[src/hdl/assert_macros.svh]
// Assertion helpers. Each macro samples on clk and stays quiet while arst_n is low.
`ifndef ASSERT_MACROS_SVH
`define ASSERT_MACROS_SVH

`ifndef NO_ASSERTIONS

// Check b in the same cycle as a.
`define ASSERT_SAME(lbl, a, b) \
	lbl: assert property (@(posedge clk) disable iff (!arst_n) (a) |-> (b)) \
		else $error("assertion failed: same-cycle implication");

// Check b in the cycle after a.
`define ASSERT_NEXT(lbl, a, b) \
	lbl: assert property (@(posedge clk) disable iff (!arst_n) (a) |=> (b)) \
		else $error("assertion failed: next-cycle implication");

`else

`define ASSERT_SAME(lbl, a, b)
`define ASSERT_NEXT(lbl, a, b)

`endif

`endif

[src/hdl/tcgr_pkg.sv]
package tcgr_pkg;

	localparam int GLYPH_HEIGHT = 16;
	localparam int ROW_IDX_W    = 4;
	localparam int OFFSET_W     = 25;
	localparam int COLOR_W      = 32;
	localparam int CFG_IDX_W    = 3;
	localparam int CFG_DATA_W   = 32;

	localparam logic [ROW_IDX_W-1:0] ROW_IDX_LAST = ROW_IDX_W'(GLYPH_HEIGHT - 1);

	// input commands
	localparam logic CMD_PUTC = 1'b0;
	localparam logic CMD_FONT = 1'b1;

	// result kinds
	localparam logic KIND_GLYPH  = 1'b0;
	localparam logic KIND_SCROLL = 1'b1;

	// control characters
	localparam logic [7:0] CHAR_NUL = 8'h00;
	localparam logic [7:0] CHAR_TAB = 8'h09;
	localparam logic [7:0] CHAR_NL  = 8'h0A;
	localparam logic [7:0] CHAR_CR  = 8'h0D;

	// register indexes
	localparam logic [CFG_IDX_W-1:0] REG_COLUMNS     = 3'd0;
	localparam logic [CFG_IDX_W-1:0] REG_ROWS        = 3'd1;
	localparam logic [CFG_IDX_W-1:0] REG_LINE_PITCH  = 3'd2;
	localparam logic [CFG_IDX_W-1:0] REG_WIDE_PIXELS = 3'd3;
	localparam logic [CFG_IDX_W-1:0] REG_GLYPH_COLOR = 3'd4;

	localparam logic [8:0]  RST_COLUMNS     = 9'd80;
	localparam logic [7:0]  RST_ROWS        = 8'd25;
	localparam logic [14:0] RST_LINE_PITCH  = 15'd2560;
	localparam logic        RST_WIDE_PIXELS = 1'b1;
	localparam logic [31:0] RST_GLYPH_COLOR = 32'd12632256;

	// item classes seen by the controller
	localparam logic [2:0] CLS_NUL   = 3'd0;
	localparam logic [2:0] CLS_CR    = 3'd1;
	localparam logic [2:0] CLS_NL    = 3'd2;
	localparam logic [2:0] CLS_TAB   = 3'd3;
	localparam logic [2:0] CLS_PRINT = 3'd4;
	localparam logic [2:0] CLS_FONT  = 3'd5;

	typedef struct packed {
		logic                 font_wr;
		logic                 load_acc;
		logic                 col_clear;
		logic                 col_tab;
		logic                 col_inc;
		logic                 row_inc;
		logic                 row_last;
		logic                 issue;
		logic                 issue_kind;
		logic                 issue_last;
		logic [ROW_IDX_W-1:0] row_idx;
	} ctl_cmd_t;

	typedef struct packed {
		logic [2:0] cls;
		logic       wrap_col;
		logic       wrap_tab;
		logic       wrap_row;
		logic       issue_ok;
	} dp_sts_t;

endpackage

[src/hdl/tcgr_ctrl.sv]
module tcgr_ctrl (
	input  logic               clk,
	input  logic               arst_n,
	input  logic               in_valid,
	output logic               busy,
	input  tcgr_pkg::dp_sts_t  sts,
	output tcgr_pkg::ctl_cmd_t cmd
);

	localparam logic [1:0] ST_IDLE   = 2'd0;
	localparam logic [1:0] ST_ROWS   = 2'd1;
	localparam logic [1:0] ST_SCROLL = 2'd2;

	logic [1:0]                     state_q, state_d;
	logic [tcgr_pkg::ROW_IDX_W-1:0] row_q, row_d;

	assign busy = (state_q != ST_IDLE);

	always_comb begin
		cmd        = '0;
		state_d    = state_q;
		row_d      = row_q;
		cmd.row_idx = row_q;
		case (state_q)
			ST_IDLE: begin
				if (in_valid) begin
					case (sts.cls)
						tcgr_pkg::CLS_FONT: cmd.font_wr = 1'b1;
						tcgr_pkg::CLS_CR:   cmd.col_clear = 1'b1;
						tcgr_pkg::CLS_NL: begin
							cmd.col_clear = 1'b1;
							if (sts.wrap_row) begin
								cmd.row_last = 1'b1;
								state_d      = ST_SCROLL;
							end else begin
								cmd.row_inc = 1'b1;
							end
						end
						tcgr_pkg::CLS_TAB: begin
							if (sts.wrap_tab) begin
								cmd.col_clear = 1'b1;
								if (sts.wrap_row) begin
									cmd.row_last = 1'b1;
									state_d      = ST_SCROLL;
								end else begin
									cmd.row_inc = 1'b1;
								end
							end else begin
								cmd.col_tab = 1'b1;
							end
						end
						tcgr_pkg::CLS_PRINT: begin
							cmd.load_acc = 1'b1;
							row_d        = '0;
							state_d      = ST_ROWS;
						end
						default: ;
					endcase
				end
			end
			ST_ROWS: begin
				if (sts.issue_ok) begin
					cmd.issue      = 1'b1;
					cmd.issue_kind = tcgr_pkg::KIND_GLYPH;
					cmd.issue_last = (row_q == tcgr_pkg::ROW_IDX_LAST) &&
						!(sts.wrap_col && sts.wrap_row);
					row_d = row_q + tcgr_pkg::ROW_IDX_W'(1);
					if (row_q == tcgr_pkg::ROW_IDX_LAST) begin
						state_d = ST_IDLE;
						if (sts.wrap_col) begin
							cmd.col_clear = 1'b1;
							if (sts.wrap_row) begin
								cmd.row_last = 1'b1;
								state_d      = ST_SCROLL;
							end else begin
								cmd.row_inc = 1'b1;
							end
						end else begin
							cmd.col_inc = 1'b1;
						end
					end
				end
			end
			ST_SCROLL: begin
				if (sts.issue_ok) begin
					cmd.issue      = 1'b1;
					cmd.issue_kind = tcgr_pkg::KIND_SCROLL;
					cmd.issue_last = 1'b1;
					state_d        = ST_IDLE;
				end
			end
			default: state_d = ST_IDLE;
		endcase
	end

	always_ff @(posedge clk or negedge arst_n) begin
		if (!arst_n) begin
			state_q <= ST_IDLE;
			row_q   <= '0;
		end else begin
			state_q <= state_d;
			row_q   <= row_d;
		end
	end

endmodule

[config.mk]
export PLATFORM = sky130hd
export DESIGN_NAME = tcgr_ctrl
export DESIGN_NICKNAME = d
export VERILOG_FILES = /design/src/hdl/assert_macros.svh /design/src/hdl/tcgr_pkg.sv /design/src/hdl/tcgr_ctrl.sv
export SDC_FILE = /design/constraint.sdc
export NUM_CORES = 1
export LEC_CHECK = 0
export ABC_AREA = 1
export BUFFER_PORTS_ARGS = -buffer_cell sky130_fd_sc_hd__buf_2
export CORE_MARGIN = 5
export CORE_UTILIZATION = 43
export CTS_BUF_LIST = sky130_fd_sc_hd__clkbuf_4 sky130_fd_sc_hd__clkbuf_8
export DETAILED_ROUTE_END_ITERATION = 8
export PLACE_DENSITY = 0.77
export SYNTH_ARGS = -nofsm -noshare
export SYNTH_HDL_FRONTEND = slang
export SYNTH_SLANG_ARGS = --single-unit
[constraint.sdc]
create_clock -name clk -period 1.2 [get_ports clk]
set_input_delay 0.18 -clock clk [delete_from_list [all_inputs] [get_ports clk]]
set_output_delay 0.18 -clock clk [all_outputs]
set_load 0.02 [all_outputs]
# Word-level counts from Yosys, hierarchy flattened

Index checks and enable logic that the tools add are counted.

Add/subtract/negate cells: 1
Equal/unequal tests: 15
Mux-type cells: 40
Reduce and logical (&&, ||, !) cells: 9

Operator list:

| kind                | number |
|---|---|
| $mux 2              | 12 |
| $mux 4              | 4 |
| $mux 1              | 13 |
| $pmux 2 s3          | 2 |
| $ne 2x2->1 const B  | 4 |
| $pmux 2 s2          | 2 |
| $pmux 4 s2          | 1 |
| $eq 3x2->1 const B  | 2 |
| $eq 3x3->1 const B  | 2 |
| $mux 3              | 2 |
| $mux 6              | 1 |
| $pmux 3 s2          | 1 |
| $reduce_and 6->1    | 1 |
| $add 4x1->4 const B | 1 |
| $eq 4x4->1 const B  | 1 |
| $ne 4x1->1 const B  | 1 |
| $pmux 1 s2          | 2 |
| $reduce_and 4->1    | 1 |
| $reduce_bool 2->1   | 2 |
| $eq 3x1->1 const B  | 1 |
| $ne 3x3->1 const B  | 1 |
| $eq 2x1->1 const B  | 1 |
| $eq 2x2->1 const B  | 1 |
| $logic_and 1x1->1   | 2 |
| other kinds (4)     | 4 |

Bits in registers: 6
Input bits: 10
Output and inout bits: 15
Logic and storage cells: 67

# Depth between registers and ports, before layout

Depth in word-level cells: 5
Depth in mapped cells: 10
Gate-level depth less buffers: 10

# Worst setup path before layout

OpenSTA, ideal clock, no wires.

Path type: register to output
Start: reg state_q[0]
End: out cmd[11] in the netlist's numbering
Arrival time: 1.482 ns
Data required time: 1.020 ns
Slack: -0.462 ns
Cell stages (with the launch flop): 7
Buffers on the path: 0
Cells stage by stage: dfrtp_1 inv_1 ha_1 nand2_1 clkinv_1 nand2_1 o31ai_1

RTL lines:

| element                | RTL line         | RTL |
|---|---|---|
| from (decl)            | tcgr_ctrl.sv:14  | `logic [1:0] state_q, state_d;` |
| from (signal assigned) | tcgr_ctrl.sv:101 | `state_q <= state_d;` |
| to (decl)              | tcgr_ctrl.sv:7   | `output tcgr_pkg::ctl_cmd_t cmd` |

==> metrics.txt <==
outcome=finished with violations; failing checks=setup timing; number of different library cells in the post-synthesis netlist=19; gate count after technology mapping=95; All-Layer GR Usage=0.231; final critical delay including setup and external delays=1.70 ns; clock tree buffer depth=2; clock skew after layout=approximately 0.0022 ns; number of antenna violations at the first check in global routing=0; pwr dens=approximately 1900 nW/um2; Antenna Violating Nets Remaining=0; final weighted congestion in routability-driven placement=between 0.8 and 0.9; share of post-route cells with drive strength above 1=0.622; proportion of synthesized chip area in sequential cells=0.259; worst-path cell chain=inv_2, ha_4, nand2_4, clkinv_2, nand4_1, a21oi_4, buf_6; Hold Vio Cnt, Final=0; Starting Density=0.451; fillcell total=52; cell total after placement=about 150; post-detail-place hpwl=between 1 and 1.5 mm; Yosys top cell area share=0.259; count of flip-flops with a built-in enable after synthesis=0; worst path setup slack after routing=-0.496 ns; total of flip-flops plus latches after synthesis=6; switching power as a share of total power=0.500; root buffer selected by CTS=clkbuf_4; largest stage delay on the critical path=slightly below 0.4 ns; number of sinks on the clock net=6; Iteration-0 DRC Markers=18; vias per cell=between 5 and 6; fraction of registers with async set/reset=1.00; peak ir drop on the vdd network=about 0.0016 V; most frequent cell after synthesis=nand2_1; overall die area=roughly 2200 um2; Leakage=a little over 0.6 nW; slew at the pin closest to its max-slew limit=roughly 0.24 ns; WS Path Type=flop to primary output; Synthesized Nets=around 110; data required time at the worst endpoint=1.02 ns; Max FO, Critical Path=3; Comb pwr share=0.782; depth of the worst register-to-register path=10; CTS tree=done; relative contribution of the clock network to total power=0.082; proportion of power drawn by flip-flops and latches=0.136; TritonCTS buffer count=3; area occupied by registers=around 150 um2; area inside the core boundary=~1300 um2; slowest stage cell on the critical path=dfrtp_1; ANT cells=0; Buffers on Ports=24; core utilization of the finished layout=0.914; critical path arrival=1.52 ns; Post-route DRC=0; die extent in x=around 47 um; maximum number of pins on one net before global-route repair=8; Net Sw Power=1.11 mW; Internal Dissipation=1.11 mW; maximum operating frequency=between 500 and 600 MHz; Register-to-Register Setup Slack=-0.43 ns; normalized max-slew margin=0.841; startpoint of the worst register-to-register path=state_q[0]; Routed WL=roughly 2.3 mm; number of H-tree levels=1; leading post-synthesis cells by cell area=dfrtp_1, nand2_1, ha_1; kind of start point of the critical path=flop; worst min-delay path category=input port to asynchronous set/reset pin; Synth-to-Final Area Change=103%; via count of the routed design=832; Mapped Avg Cell Area=roughly 6.1 um2; final-report setup violation count=17; period utilization=1.41; max-capacitance violation count=0; synth warn=0; number of global-route vias before repair=between 800 and 900; detailed-router iteration count before antenna repair=5; unrepaired setup endpoints after global routing=true; number of standard cells in the layout, taps in and fillers out=158; IO Count=25; CP Capture Type=primary output; ranking of synthesized cells by instance count=nand2_1, nor2_1, inv_1; vertical extent of the die=between 40 and 50 um; Synth area leader=dfrtp_1; insertion delay to the later sink of the worst-skew pair=between 0.2 and 0.25 ns; number of nets at the end of the flow=between 150 and 200; Slew Limit Fails=0; most instantiated flip-flop cell in the synthesis netlist=dfrtp_1; Congestion Overflow GR=0; Routed WL per cell=about 15 um; area taken by multi-input logic gates=around 580 um2; first-pass GRT wire length=3.48 mm; post-synth design cell area=approximately 580 um2; Clk pin slew, worst setup/hold paths=0.04 ns; floorplan row count=13; worst flop-to-flop path endpoint=state_q[1]
-- routing by layer --
layer | share of wire | GRT usage | vias up | wire length, um
met5 | 0 | 0 | - | 0
met4 | 0.027 | 0.0994 | 0 | 61
met3 | 0.063 | 0.0313 | 10 | 146
met2 | 0.57 | 0.478 | 37 | 1300
met1 | 0.34 | 0.218 | 386 | 792
li1 | - | - | 399 | -
-- per-stage QoR --
stage               setup WS (ns)  power [mW]  area (um2)  hold WS [ns]  TNS (ns)
floorplan                  -0.196        1.10         704        -0.116     -1.33
global placement           -0.243        1.49         952       0.00630     -2.64
detailed placement         -0.290        1.53         952        0.0111     -3.19
CTS                        -0.470        2.04        1130         0.283     -6.49
global route               -0.569        2.37        1170         0.309     -7.92
finish                     -0.496        2.21        1170         0.289     -6.77
-- worst max path at each step --
stage	slack [ns]	cells past startpoint	from	endpoint
floorplan	-0.20	7	state_q[1]	cmd[7]
global placement	-0.24	7	state_q[0]	cmd[8]
detailed placement	-0.29	7	state_q[0]	cmd[7]
CTS	-0.47	7	state_q[1]	cmd[7]
global route	-0.57	7	state_q[0]	cmd[7]
finish	-0.50	7	state_q[0]	cmd[7]
-- placed cells by master (no fill, tap or decap) --
master,instances
a21oi_2,1
a21oi_4,3
buf_2,13
buf_4,24
buf_6,8
clkbuf_4,3
clkinv_2,1
dfrtp_1,4
dfrtp_2,2
dlygate4sd3_1,1
ha_4,4
inv_1,8
inv_2,6
nand2_1,22
nand2_2,5
nand2_4,7
nand3_1,4
nand3_2,2
nand4_1,3
nor2_1,7
nor2_2,2
nor2_4,5
nor3_2,2
o21ai_0,1
o21ai_1,2
o31ai_4,1
xor2_1,2
-- final cells by class --
cell class / instances / area share
well taps: 15 / 0.0160
clock buffers: 3 / 0.0192
flip-flops and latches: 6 / 0.130
repair buffers: 46 / 0.294
multi-input cells: 73 / 0.492
inverters: 15 / 0.0490
-- registers in the layout, summed over array words and instances (netlist names) --
| name | flops |
|---|---|
| state_q | 2 |
| row_q | 4 |
-- repair_timing --
item / CTS / global route
endpoints found under the setup margin: 17 / 17
hold buffers: 1 / 0
setup buffers: 5 / 1
endpoints found under the hold margin: 6 / 0
gates resized for setup: 31 / 13
pin swaps: 11 / 8
-- cell families after synthesis --
kind of cell,Yosys count,share of synthesized area
xor+xnor,2,0.0302
flops,6,0.259
compound gates,8,0.0734
buf+inv,16,0.117
simple gates,59,0.434
fa+ha+maj,4,0.0864
-- power groups by stage --
stage | logic, mW | registers (mW) | clock network (mW)
2_1_floorplan | 0.762 | 0.339 | 0
4_1_cts | 1.55 | 0.300 | 0.191
3_5_place_dp | 1.23 | 0.307 | 0
3_3_place_gp | 1.19 | 0.301 | 0
6_report | 1.73 | 0.301 | 0.182
5_1_grt | 1.87 | 0.308 | 0.197
-- critical path, delay by kind of cell, from the launching register on --
kind	cells	cell delay, ns
buffers and inverters	3	0.27
adder cells (fa/ha/maj)	1	0.16
AND/OR/NAND/NOR	2	0.25
flip-flops	1	0.39
AO/OA/AOI/OAI	1	0.20
Power figures use the tool's default switching activity.
